$ cat config.mk
export PLATFORM = sky130hd
export DESIGN_NAME = connection_slot_allocator
export DESIGN_NICKNAME = d
export VERILOG_FILES = /design/src/csa_pkg.sv /design/src/csa_ctrl.sv /design/src/csa_datapath.sv /design/src/connection_slot_allocator.sv
export VERILOG_INCLUDE_DIRS = /design/src /design/src/src
export SDC_FILE = /design/constraint.sdc
export NUM_CORES = 2
export LEC_CHECK = 0
export BUFFER_PORTS_ARGS = -buffer_cell sky130_fd_sc_hd__buf_2
export CORE_MARGIN = 2
export CORE_UTILIZATION = 53
export DETAILED_ROUTE_END_ITERATION = 10
export GPL_TIMING_DRIVEN = 0
export PLACE_DENSITY = 0.68
export SYNTH_ARGS = -nofsm -noshare
export SYNTH_HDL_FRONTEND = slang
export SYNTH_SLANG_ARGS = --single-unit
$ cat constraint.sdc
create_clock -name clk -period 29.3 [get_ports clk]
set_clock_uncertainty 0.05 [all_clocks]
set_input_delay 4.395 -clock clk [delete_from_list [all_inputs] [get_ports clk]]
set_output_delay 4.395 -clock clk [all_outputs]
set_load 0.005 [all_outputs]
$ cat src/connection_slot_allocator_defines.svh
// Assertion macros for the connection slot allocator.
`ifndef CONNECTION_SLOT_ALLOCATOR_DEFINES_SVH
`define CONNECTION_SLOT_ALLOCATOR_DEFINES_SVH

// Same-cycle implication, sampled on clk, off during reset.
`define CSA_ASSERT_NOW(label, ante, cons) \
	label: assert property (@(posedge clk) disable iff (!arst_n) (ante) |-> (cons)) \
		else $error("connection slot allocator check failed");

// Next-cycle implication, sampled on clk, off during reset.
`define CSA_ASSERT_NEXT(label, ante, cons) \
	label: assert property (@(posedge clk) disable iff (!arst_n) (ante) |=> (cons)) \
		else $error("connection slot allocator check failed");

`endif

$ cat src/csa_pkg.sv
// Shared types, codes and defaults for the connection slot allocator.
package csa_pkg;

	// Default pool sizes
	localparam int SLOTS_DEF       = 64;
	localparam int DESCRIPTORS_DEF = 256;

	// Port field widths
	localparam int CMD_W  = 3;
	localparam int DESC_W = 8;
	localparam int SLOT_W = 6;
	localparam int STAT_W = 2;

	// Command codes
	localparam logic [CMD_W-1:0] CMD_ADD       = 3'd0;
	localparam logic [CMD_W-1:0] CMD_RESERVE   = 3'd1;
	localparam logic [CMD_W-1:0] CMD_REGISTER  = 3'd2;
	localparam logic [CMD_W-1:0] CMD_UNRESERVE = 3'd3;
	localparam logic [CMD_W-1:0] CMD_DELETE    = 3'd4;
	localparam logic [CMD_W-1:0] CMD_LOOKUP    = 3'd5;

	// Status codes
	localparam logic [STAT_W-1:0] ST_OK       = 2'd0;
	localparam logic [STAT_W-1:0] ST_EMPTY    = 2'd1;
	localparam logic [STAT_W-1:0] ST_MAPPED   = 2'd2;
	localparam logic [STAT_W-1:0] ST_UNMAPPED = 2'd3;

	// Controller to datapath commands
	typedef struct packed {
		logic clear; // write one entry of the reset sweep
		logic load;  // capture input transfer, issue memory reads
		logic exec;  // apply updates, load output register
	} ctrl_cmd_t;

	// Datapath to controller status
	typedef struct packed {
		logic clear_last; // sweep counter at final entry
		logic out_hold;   // output register full and stalled
	} dp_status_t;

endpackage

$ cat src/csa_ctrl.sv
// Controller state machine: reset sweep, accept, execute.
module csa_ctrl import csa_pkg::*; (
	input  logic       clk,
	input  logic       arst_n,
	input  logic       in_valid,
	output logic       in_stall,
	input  dp_status_t status_i,
	output ctrl_cmd_t  cmd_o
);

	localparam logic [1:0] S_CLEAR = 2'd0;
	localparam logic [1:0] S_IDLE  = 2'd1;
	localparam logic [1:0] S_EXEC  = 2'd2;

	logic [1:0] state_q;
	logic [1:0] state_d;

	// Next state and commands
	always_comb begin
		state_d     = state_q;
		cmd_o.clear = 1'b0;
		cmd_o.load  = 1'b0;
		cmd_o.exec  = 1'b0;
		case (state_q)
			S_CLEAR: begin
				cmd_o.clear = 1'b1;
				if (status_i.clear_last) begin
					state_d = S_IDLE;
				end
			end
			S_IDLE: begin
				if (in_valid) begin
					cmd_o.load = 1'b1;
					state_d    = S_EXEC;
				end
			end
			S_EXEC: begin
				// wait while the previous result is still stalled
				if (!status_i.out_hold) begin
					cmd_o.exec = 1'b1;
					state_d    = S_IDLE;
				end
			end
			default: begin
				state_d = S_IDLE;
			end
		endcase
	end

	always_ff @(posedge clk or negedge arst_n) begin
		if (!arst_n) begin
			state_q <= S_CLEAR;
		end else begin
			state_q <= state_d;
		end
	end

	assign in_stall = (state_q != S_IDLE);

endmodule

$ cat src/csa_datapath.sv
// Datapath: descriptor map, free-link memory, free head and output register.
module csa_datapath import csa_pkg::*; #(
	parameter int SLOTS       = SLOTS_DEF,
	parameter int DESCRIPTORS = DESCRIPTORS_DEF
) (
	input  logic              clk,
	input  logic              arst_n,
	input  ctrl_cmd_t         cmd_i,
	output dp_status_t        status_o,
	input  logic [CMD_W-1:0]  command,
	input  logic [DESC_W-1:0] descriptor,
	input  logic [SLOT_W-1:0] slot_in,
	output logic              out_valid,
	input  logic              out_stall,
	output logic [SLOT_W-1:0] slot_out,
	output logic              found,
	output logic [STAT_W-1:0] status
);

	localparam int SW    = $clog2(SLOTS + 1);  // slot value incl. "none"
	localparam int SAW   = $clog2(SLOTS);      // link address
	localparam int DAW   = $clog2(DESCRIPTORS);
	localparam int CLR_N = (DESCRIPTORS > SLOTS) ? DESCRIPTORS : SLOTS;
	localparam int CW    = $clog2(CLR_N);
	localparam logic [SW-1:0] NONE = SW'(SLOTS);

	// Memories
	logic [SW-1:0] map_mem  [DESCRIPTORS];
	logic [SW-1:0] link_mem [SLOTS];

	logic [CW-1:0]     clr_q;
	logic [SW-1:0]     head_q;
	logic [CMD_W-1:0]  cmd_q;
	logic [DESC_W-1:0] desc_q;
	logic [SLOT_W-1:0] slot_q;
	logic [SW-1:0]     map_rd_q;
	logic [SW-1:0]     link_rd_q;
	logic              out_valid_q;
	logic [SLOT_W-1:0] slot_out_q;
	logic              found_q;
	logic [STAT_W-1:0] status_q;

	logic              in_desc_ok;
	logic              head_ok;
	logic              desc_ok;
	logic              slot_ok;
	logic              mapped;
	logic [DAW-1:0]    desc_idx;
	logic [SW-1:0]     slot_val;

	logic              map_we;
	logic [DAW-1:0]    map_wa;
	logic [SW-1:0]     map_wd;
	logic              link_we;
	logic [SAW-1:0]    link_wa;
	logic [SW-1:0]     link_wd;
	logic [SW-1:0]     head_d;
	logic [SW-1:0]     r_slot;
	logic              r_found;
	logic [STAT_W-1:0] r_stat;

	// Operand checks
	assign in_desc_ok = 32'(descriptor) < DESCRIPTORS;
	assign head_ok    = 32'(head_q) < SLOTS;
	assign desc_ok    = 32'(desc_q) < DESCRIPTORS;
	assign slot_ok    = 32'(slot_q) < SLOTS;
	assign mapped     = 32'(map_rd_q) < SLOTS;
	assign desc_idx   = DAW'(32'(desc_q));
	assign slot_val   = SW'(32'(slot_q));

	// Command execution
	always_comb begin
		map_we  = 1'b0;
		map_wa  = desc_idx;
		map_wd  = NONE;
		link_we = 1'b0;
		link_wa = head_q[SAW-1:0];
		link_wd = NONE;
		head_d  = head_q;
		r_slot  = '0;
		r_found = 1'b0;
		r_stat  = ST_OK;
		case (cmd_q)
			CMD_ADD: begin
				if (!desc_ok) begin
					r_stat = ST_UNMAPPED;
				end else if (mapped) begin
					r_stat = ST_MAPPED;
				end else if (!head_ok) begin
					r_stat = ST_EMPTY;
				end else begin
					map_we  = 1'b1;
					map_wd  = head_q;
					link_we = 1'b1;
					head_d  = link_rd_q;
					r_slot  = head_q;
					r_found = 1'b1;
				end
			end
			CMD_RESERVE: begin
				if (!head_ok) begin
					r_stat = ST_EMPTY;
				end else begin
					link_we = 1'b1;
					head_d  = link_rd_q;
					r_slot  = head_q;
					r_found = 1'b1;
				end
			end
			CMD_REGISTER: begin
				if (!desc_ok || !slot_ok) begin
					r_stat = ST_UNMAPPED;
				end else begin
					map_we = 1'b1;
					map_wd = slot_val;
				end
			end
			CMD_UNRESERVE: begin
				if (!slot_ok) begin
					r_stat = ST_UNMAPPED;
				end else begin
					link_we = 1'b1;
					link_wa = slot_val[SAW-1:0];
					link_wd = head_q;
					head_d  = slot_val;
				end
			end
			CMD_DELETE: begin
				if (!desc_ok || !mapped) begin
					r_stat = ST_UNMAPPED;
				end else begin
					link_we = 1'b1;
					link_wa = map_rd_q[SAW-1:0];
					link_wd = head_q;
					head_d  = map_rd_q;
					map_we  = 1'b1;
					r_slot  = map_rd_q;
				end
			end
			CMD_LOOKUP: begin
				if (!desc_ok || !mapped) begin
					r_stat = ST_UNMAPPED;
				end else begin
					r_slot  = map_rd_q;
					r_found = 1'b1;
				end
			end
			default: begin
			end
		endcase
	end

	// Descriptor map: sweep write, execute write, registered read
	always_ff @(posedge clk) begin
		if (cmd_i.clear) begin
			if (32'(clr_q) < DESCRIPTORS) begin
				map_mem[DAW'(clr_q)] <= NONE;
			end
		end else if (cmd_i.exec && map_we) begin
			map_mem[map_wa] <= map_wd;
		end
		if (cmd_i.load && in_desc_ok) begin
			map_rd_q <= map_mem[DAW'(32'(descriptor))];
		end
	end

	// Free-link memory: sweep builds the initial chain
	always_ff @(posedge clk) begin
		if (cmd_i.clear) begin
			if (32'(clr_q) < SLOTS) begin
				link_mem[SAW'(clr_q)] <= SW'(32'(clr_q) + 32'd1);
			end
		end else if (cmd_i.exec && link_we) begin
			link_mem[link_wa] <= link_wd;
		end
		if (cmd_i.load && head_ok) begin
			link_rd_q <= link_mem[head_q[SAW-1:0]];
		end
	end

	// Captured input transfer
	always_ff @(posedge clk) begin
		if (cmd_i.load) begin
			cmd_q  <= command;
			desc_q <= descriptor;
			slot_q <= slot_in;
		end
	end

	// Sweep counter and free head
	always_ff @(posedge clk or negedge arst_n) begin
		if (!arst_n) begin
			clr_q  <= '0;
			head_q <= '0;
		end else begin
			if (cmd_i.clear) begin
				clr_q <= clr_q + CW'(1);
			end
			if (cmd_i.exec) begin
				head_q <= head_d;
			end
		end
	end

	// Output register
	always_ff @(posedge clk or negedge arst_n) begin
		if (!arst_n) begin
			out_valid_q <= 1'b0;
		end else if (cmd_i.exec) begin
			out_valid_q <= 1'b1;
		end else if (!out_stall) begin
			out_valid_q <= 1'b0;
		end
	end

	always_ff @(posedge clk) begin
		if (cmd_i.exec) begin
			slot_out_q <= SLOT_W'(32'(r_slot));
			found_q    <= r_found;
			status_q   <= r_stat;
		end
	end

	assign status_o.clear_last = (clr_q == CW'(CLR_N - 1));
	assign status_o.out_hold   = out_valid_q && out_stall;

	assign out_valid = out_valid_q;
	assign slot_out  = slot_out_q;
	assign found     = found_q;
	assign status    = status_q;

endmodule

$ cat src/connection_slot_allocator.sv
// Top level of the connection slot allocator: controller plus datapath.
//
//   channel | direction | handshake           | fields
//   --------+-----------+---------------------+-----------------------------
//   input   | in        | in_valid / in_stall  | command, descriptor, slot_in
//   result  | out       | out_valid / out_stall| slot_out, found, status
//
// Each command first captures the transfer and reads the descriptor map and
// free-link memories, then applies updates from the registered read data.
// After reset a sweep writes max(DESCRIPTORS, SLOTS) entries (256 by default)
// before the first transfer is taken.
// A stalled result holds the execute cycle; one further command may be
// captured behind it.
`include "connection_slot_allocator_defines.svh"

module connection_slot_allocator import csa_pkg::*; #(
	parameter int SLOTS       = SLOTS_DEF,
	parameter int DESCRIPTORS = DESCRIPTORS_DEF
) (
	input  logic              clk,
	input  logic              arst_n,
	input  logic              in_valid,
	output logic              in_stall,
	input  logic [CMD_W-1:0]  command,
	input  logic [DESC_W-1:0] descriptor,
	input  logic [SLOT_W-1:0] slot_in,
	output logic              out_valid,
	input  logic              out_stall,
	output logic [SLOT_W-1:0] slot_out,
	output logic              found,
	output logic [STAT_W-1:0] status
);

	ctrl_cmd_t  cmd;
	dp_status_t dp_st;

	csa_ctrl u_ctrl (
		.clk      (clk),
		.arst_n   (arst_n),
		.in_valid (in_valid),
		.in_stall (in_stall),
		.status_i (dp_st),
		.cmd_o    (cmd)
	);

	csa_datapath #(
		.SLOTS       (SLOTS),
		.DESCRIPTORS (DESCRIPTORS)
	) u_dp (
		.clk        (clk),
		.arst_n     (arst_n),
		.cmd_i      (cmd),
		.status_o   (dp_st),
		.command    (command),
		.descriptor (descriptor),
		.slot_in    (slot_in),
		.out_valid  (out_valid),
		.out_stall  (out_stall),
		.slot_out   (slot_out),
		.found      (found),
		.status     (status)
	);

	// Checks
	`CSA_ASSERT_NEXT(a_busy_after_accept, in_valid && !in_stall, in_stall)
	`CSA_ASSERT_NEXT(a_exec_gives_result, cmd.exec, out_valid)
	`CSA_ASSERT_NOW(a_one_command, 1'b1, $onehot0({cmd.clear, cmd.load, cmd.exec}))
	`CSA_ASSERT_NOW(a_found_is_ok, out_valid && found, status == ST_OK)

endmodule

# ---- After elaboration in Yosys (flattened, before gate mapping)
# Memory sizes are Yosys's and may differ from the RTL's. A register that Yosys moved wholly into a read port is not among the register bits.
# Index checks and enable logic that the tools add are counted.
dict set report classes {
  magnitude_cmp 3
  reduce_logical 12
  shifts 0
  n_addsub 2
  bitwise_logic 0
  multipliers 0
  n_mux 53
  div 0
  eq_ne 15
}
# cell n
set op_table {}
lappend op_table {{2-to-1 mux 7 bit} 8}
lappend op_table {{2-to-1 mux 6 bit} 5}
lappend op_table {{case mux 7 bit (2 select lines)} 2}
lappend op_table {{case mux 7 bit (4 select lines)} 1}
lappend op_table {{2-to-1 mux 1 bit} 24}
lappend op_table {{case mux 6 bit (3 select lines)} 1}
lappend op_table {{less-than comparator 7 bit (second input constant)} 2}
lappend op_table {{OR reduction 7 bit} 2}
lappend op_table {{case mux 2 bit (3 select lines)} 2}
lappend op_table {{case mux 6 bit (2 select lines)} 1}
lappend op_table {{2-to-1 mux 2 bit} 5}
lappend op_table {{adder 8 x 1 -> 8 bit (second input constant)} 1}
lappend op_table {{== test 8 bit (second input constant)} 1}
lappend op_table {{less-than comparator 8 x 7 -> 1 bit (second input constant)} 1}
lappend op_table {{2-to-1 mux 8 bit} 1}
lappend op_table {{inequality test 2 bit (second input constant)} 4}
lappend op_table {{adder 7 x 1 -> 7 bit (second input constant)} 1}
lappend op_table {{== test 3 x 2 -> 1 bit (second input constant)} 2}
lappend op_table {{== test 3 bit (second input constant)} 2}
lappend op_table {{inequality test 2 x 1 -> 1 bit (second input constant)} 3}
lappend op_table {{case mux 1 bit (3 select lines)} 2}
lappend op_table {{logical AND 1 bit} 4}
lappend op_table {{case mux 1 bit (4 select lines)} 1}
lappend op_table {{AND reduction 4 bit} 1}
lappend op_table {{8 further kinds} 8}
dict set report word_totals {
  mem_bits_ro 0
  mem_count 2
  output_inout_bits 11
  reg_bits 44
  latch_bits 0
  inputBits 21
  ram_bits 2240
  wordCells 97
}
# name words width rd rd_ports_with_merged_regs write_ports line_no
set memory_table {}
lappend memory_table {u_dp.map_mem 256 7 1 1 1 csa_datapath.sv:28} ;# logic [SW-1:0] map_mem [DESCRIPTORS];
lappend memory_table {u_dp.link_mem 64 7 1 1 1 csa_datapath.sv:29} ;# logic [SW-1:0] link_mem [SLOTS];

# ---- Longest topological paths before layout
dict set report logic_depth {
  word_depth 10
  ltp_mapped 12
  ltp_nobuf 6
}

# ---- Modules after synthesis
# Synthesis repeated with hierarchy kept, for this count alone.
dict set report unflattened {
  hier_cells 4365
  area_unflattened_um2 90116.4
}
# mod cells_each seq_area_each_um2 area_per_inst_um2 n_inst
set by_module_without_submodules {}
lappend by_module_without_submodules {csa_datapath 4354 68866.0 90005.1 1}
lappend by_module_without_submodules {csa_ctrl 11 50.0 111.4 1}

# ---- Worst setup path before layout
# Ideal clock, no wire load.
dict set report synth_path {
  kind {input port to flip-flop}
  startpoint {input out_stall}
  endpoint {memory u_dp.map_mem[0][0] in the netlist's numbering (data pin)}
  arrival_ps 20857
  path_buffers 0
  setup_ps 2152
  path_slack_ps 6240
  required_time_ps 27098
  stages 3
  cell_sequence {a21oi_1 -> o211ai_1 -> nor2_1}
}
dict set report synth_via {
  elab_chain_len 9
}
# item line_no
set synth_lines {}
lappend synth_lines {{start, declared} connection_slot_allocator.sv:28} ;# input logic out_stall,
lappend synth_lines {{logical AND 1 bit} csa_datapath.sv:225} ;# assign status_o.out_hold = out_valid_q && out_stall;
lappend synth_lines {{2-to-1 mux 1 bit} csa_ctrl.sv:39} ;# if (!status_i.out_hold) begin
lappend synth_lines {{2-to-1 mux 1 bit} csa_ctrl.sv:24} ;# case (state_q)
lappend synth_lines {{logical AND 1 bit} csa_datapath.sv:159} ;# end else if (cmd_i.exec && map_we) begin
lappend synth_lines {{2-to-1 mux 1 bit} csa_datapath.sv:159}
lappend synth_lines {{2-to-1 mux 1 bit} csa_datapath.sv:155} ;# if (cmd_i.clear) begin
lappend synth_lines {{2-to-1 mux 1 bit (not written as such)} csa_datapath.sv:160} ;# map_mem[map_wa] <= map_wd;
lappend synth_lines {{OR reduction 7 bit (no source line)} --}
lappend synth_lines {{2-to-1 mux 7 bit (no source line)} --}
lappend synth_lines {{end, declared} csa_datapath.sv:28}
# Every way passes these cells.

==> metrics.md <==
| Metric | Value |
|---|---|
| Crit-path slowest cell | nor4_1 |
| DIE WIDTH | approximately 420 µm |
| Violated checks | max-capacitance violations, max-slew violations |
| Commonest cells in the synthesized netlist | 2280 x edfxtp_1, 561 x mux4_2, 347 x nor2_1, 164 x mux2i_1, 150 x nand2_1 |
| Worst Path Required | roughly 30 ns |
| Synth Warn # | 0 |
| Clk_lat worst skew | 0.89 ns |
| Hold_sp | u_dp.link_rd_q[6] |
| Die height | about 420 µm |
| Status | finished, violations left |
| Highest metal used | met5 |
| Crit share post-route | 0.313 |
| Reg2reg start | u_dp.cmd_q[1] |
| Hold Path Sink | u_dp.head_q[6] |
| Final WS setup | roughly 20 ns |
| Setup Crit Path Kind | input port to register |
| Worst path cell trace | buf_2, buf_2, buf_2, nand2b_1, clkbuf_1, clkbuf_1, o221ai_1, a21oi_1, a21oi_1, nor4_1, o32ai_1 |
| Port Buf Inserts | 31 |
| Met3 routed WL | between 30 and 40 mm |
| Distinct cells, synth | 75 |
| Via count | about 48000 |
| Site Rows | 151 |
| Total negative slack | 0 ns |
| Setup Fix Bufs, Post-CTS | 0 |
| WP buf/inv | 5 |
| Relative slew slack | -0.0246 |
| # setup viols final | 0 |
| CP Launch Type | input port |
| Total Wirelength | around 260 mm |
| Count leader, synth | edfxtp_1 |
| Initial antenna violation count | 5 |
| Fraction of layout cells with a size suffix above 1 | 0.245 |
| Endpoints failing hold | 0 |
| Register bit total from synthesis | roughly 2300 |
| Hold Path Cell Cnt | 2 |
| Dpl ws | ~20 ns |
| Max incr delay on CP | ~1.1 ns |
| FMAX | roughly 110 MHz |
| Global Route Usage Sum | 0.300 |
| Drt wl/cell | about 37 µm |
| Tightest Hold Check Type | register to register |
| Vias in the first global route | about 47000 |
| Drt initial violations | 7665 |
| Hold slack | roughly 0.52 ns |
| Final critical-path required period | 9.17 ns |
| Top post-synthesis cells by area | edfxtp_1 76%, mux4_2 14%, mux2i_1 1.8%, nor2_1 1.4%, nand2_1 0.62% |
| Synth area leader | edfxtp_1 |
| Worst-path clk slew | 0.06 ns |
| Filler Cells Inserted | roughly 12000 |
| Antenna Nets Post-Route | 0 |
| Worst slew pin tran | approximately 1.5 ns |
| Slew Viols, Final | 33 |
| TritonCTS Buffers | 220 |
| Cell family with most CP delay | buffers and inverters |
| Yosys top cell area share | 0.757 |
| Critical path peak fanout | 10 |
| Max_cap viols | 3 |
| Lkg Pwr | ~32 nW |
| Crit path launch | descriptor[1] |
| Overall power | around 0.0079 W |
| Area grow syn2layout | 12.7% |
| Sink Count | around 2300 |
| Die area | 174000 µm² |
| Initial Util | 0.534 |
| Met2 routed WL | 118 mm |
| # hold bufs at CTS | 0 |
| Post-synth EDFFs | about 2300 |
| H-tree Lvls | 4 |
| Main flop type after synthesis | edfxtp_1 |
| DR DRC count | 0 |
| DP HPWL | between 150 and 200 mm |
| Post-Route M1 WL | 93.8 mm |
| Final layout net count | 4685 |
| CTS tree | yes |
| Worst R2R Path Depth | 8 |
| Fin util | 0.601 |
| TritonRoute pass-1 iters | 6 |
| Global-route wire length before repair | 360 mm |
| Worst R2R Setup Slack | approximately 24 ns |
| CTS root buf | clkbuf_16 |
| Ports | 32 |
| Post-CTS Resized | 0 |
| Vias per cell | just under 7 |
| FF-to-FF End | u_dp.map_mem[125][6] |
| Syn_nets | around 4400 |
| Power density cells | around 77 nW/µm² |
| CTS Buffer Depth | 3 |
| RD Place Congestion | about 0.94 |
| VDD IR max | roughly 0.075 mV |
| Post-Syn Area | between 90000 and 100000 µm² |
| CP arrival | just under 10 ns |
| Critical path endpoint category | register |
| Syn_area_per_cell | 20.8 µm² |
| Core ar. | approximately 170000 µm² |
| Worst path most repeated cell | buf_2 |
| Unrepaired setup endpoints after global routing | false |
| Seq/Total Area, Yosys | 0.762 |
| Largest net degree at the start of global routing | 53 |
| Post-Syn Instances | roughly 4300 |
| Grt ovf | 0 |
| Ys async rst share | 0.00783 |
==> layout by cell type, fill, tap and decap left out, types with 40 or more instances in the layout <==
| master | synthesis | final |
|---|---|---|
| clkinv_2 | 0 | 47 |
| edfxtp_1 | 2280 | 2280 |
| mux4_2 | 561 | 561 |
| clkbuf_16 | 0 | 220 |
| mux2i_1 | 164 | 162 |
| a21oi_1 | 72 | 72 |
| clkinv_1 | 1 | 52 |
| nor2_1 | 347 | 339 |
| a22oi_1 | 63 | 62 |
| buf_6 | 33 | 40 |
| nor3_1 | 43 | 43 |
| buf_2 | 66 | 99 |
| o221ai_1 | 52 | 52 |
| clkbuf_1 | 108 | 128 |
| nand2_1 | 150 | 150 |
==> through the flow <==
stage,std cells,instance area (µm²)
after floorplan,4338,90400
final,7084,102000
after global placement,6587,93400
after detailed placement,6659,94600
after global routing,7068,102000
after CTS,7067,102000
==> final cells by class <==
type / count / area, µm² / area share
Clock inverter: 153 / 1590 / 0.0156
Antenna cell: 17 / 42.5 / 0.000417
Timing Repair Buffer: 103 / 1330 / 0.0131
Sequential cell: 2298 / 68900 / 0.676
Buffer: 255 / 1480 / 0.0145
Inverter: 15 / 56.3 / 0.000552
Multi-Input combinational cell: 1770 / 20100 / 0.197
Tap cell: 2218 / 2780 / 0.0272
Clock buffer: 255 / 5640 / 0.0553
==> per-layer routing <==
metal | vias up | global-route usage
li1 | 18718 | -
met1 | 25107 | 0.404
met2 | 3453 | 0.450
met3 | 693 | 0.0842
met4 | 5 | 0.160
met5 | - | 0.00583
==> worst max path at each step <==
stage,endpoint,slack (ns),depth (start not counted)
5_1_grt,u_dp.map_rd_q[4],20.55,11
4_1_cts,u_dp.map_rd_q[4],20.65,11
3_3_place_gp,u_dp.map_mem[52][1],-34.31,4
6_report,u_dp.map_rd_q[5],20.13,11
2_1_floorplan,u_dp.map_mem[0][0],6.24,3
3_5_place_dp,u_dp.map_rd_q[4],19.70,11
==> logic make-up (layout without fill, tap and decap cells) <==
kind of cell / after synthesis / in the layout / share of synthesized area
other cells: 0 / 17 / 0
flops: 2298 / 2298 / 0.762
compound gates: 345 / 345 / 0.0271
mux: 747 / 747 / 0.161
xor+xnor: 12 / 12 / 0.00116
simple gates: 665 / 665 / 0.0318
fa+ha+maj: 1 / 1 / 0.000138
buf+inv: 270 / 781 / 0.0168
==> where the power goes <==
group          switching, W  internal [W]  leakage (nW)  total [W]
clock network       0.00126       0.00159          3.50    0.00285
registers         0.0000257       0.00380          21.4    0.00383
logic              0.000811      0.000385          7.48    0.00120
total               0.00210       0.00578          32.4    0.00788
==> registers in the layout (all words and copies together) (netlist names), 3 cells and up <==
name and count:
u_dp.head_q 7, u_dp.link_rd_q 7, u_dp.map_mem 1792, u_dp.link_mem 448, u_dp.desc_idx 8, u_dp.slot_q 6, u_dp.slot_out 6, u_dp.map_rd_q 7
u_dp.clr_q 8, u_dp.cmd_q 3
==> worst min-delay path, stage by stage (launching register included) <==
cell,delay (ns)
edfxtp_1,0.36
o211ai_1,0.10
a21oi_1,0.07
(Power assumes the default switching activity.)
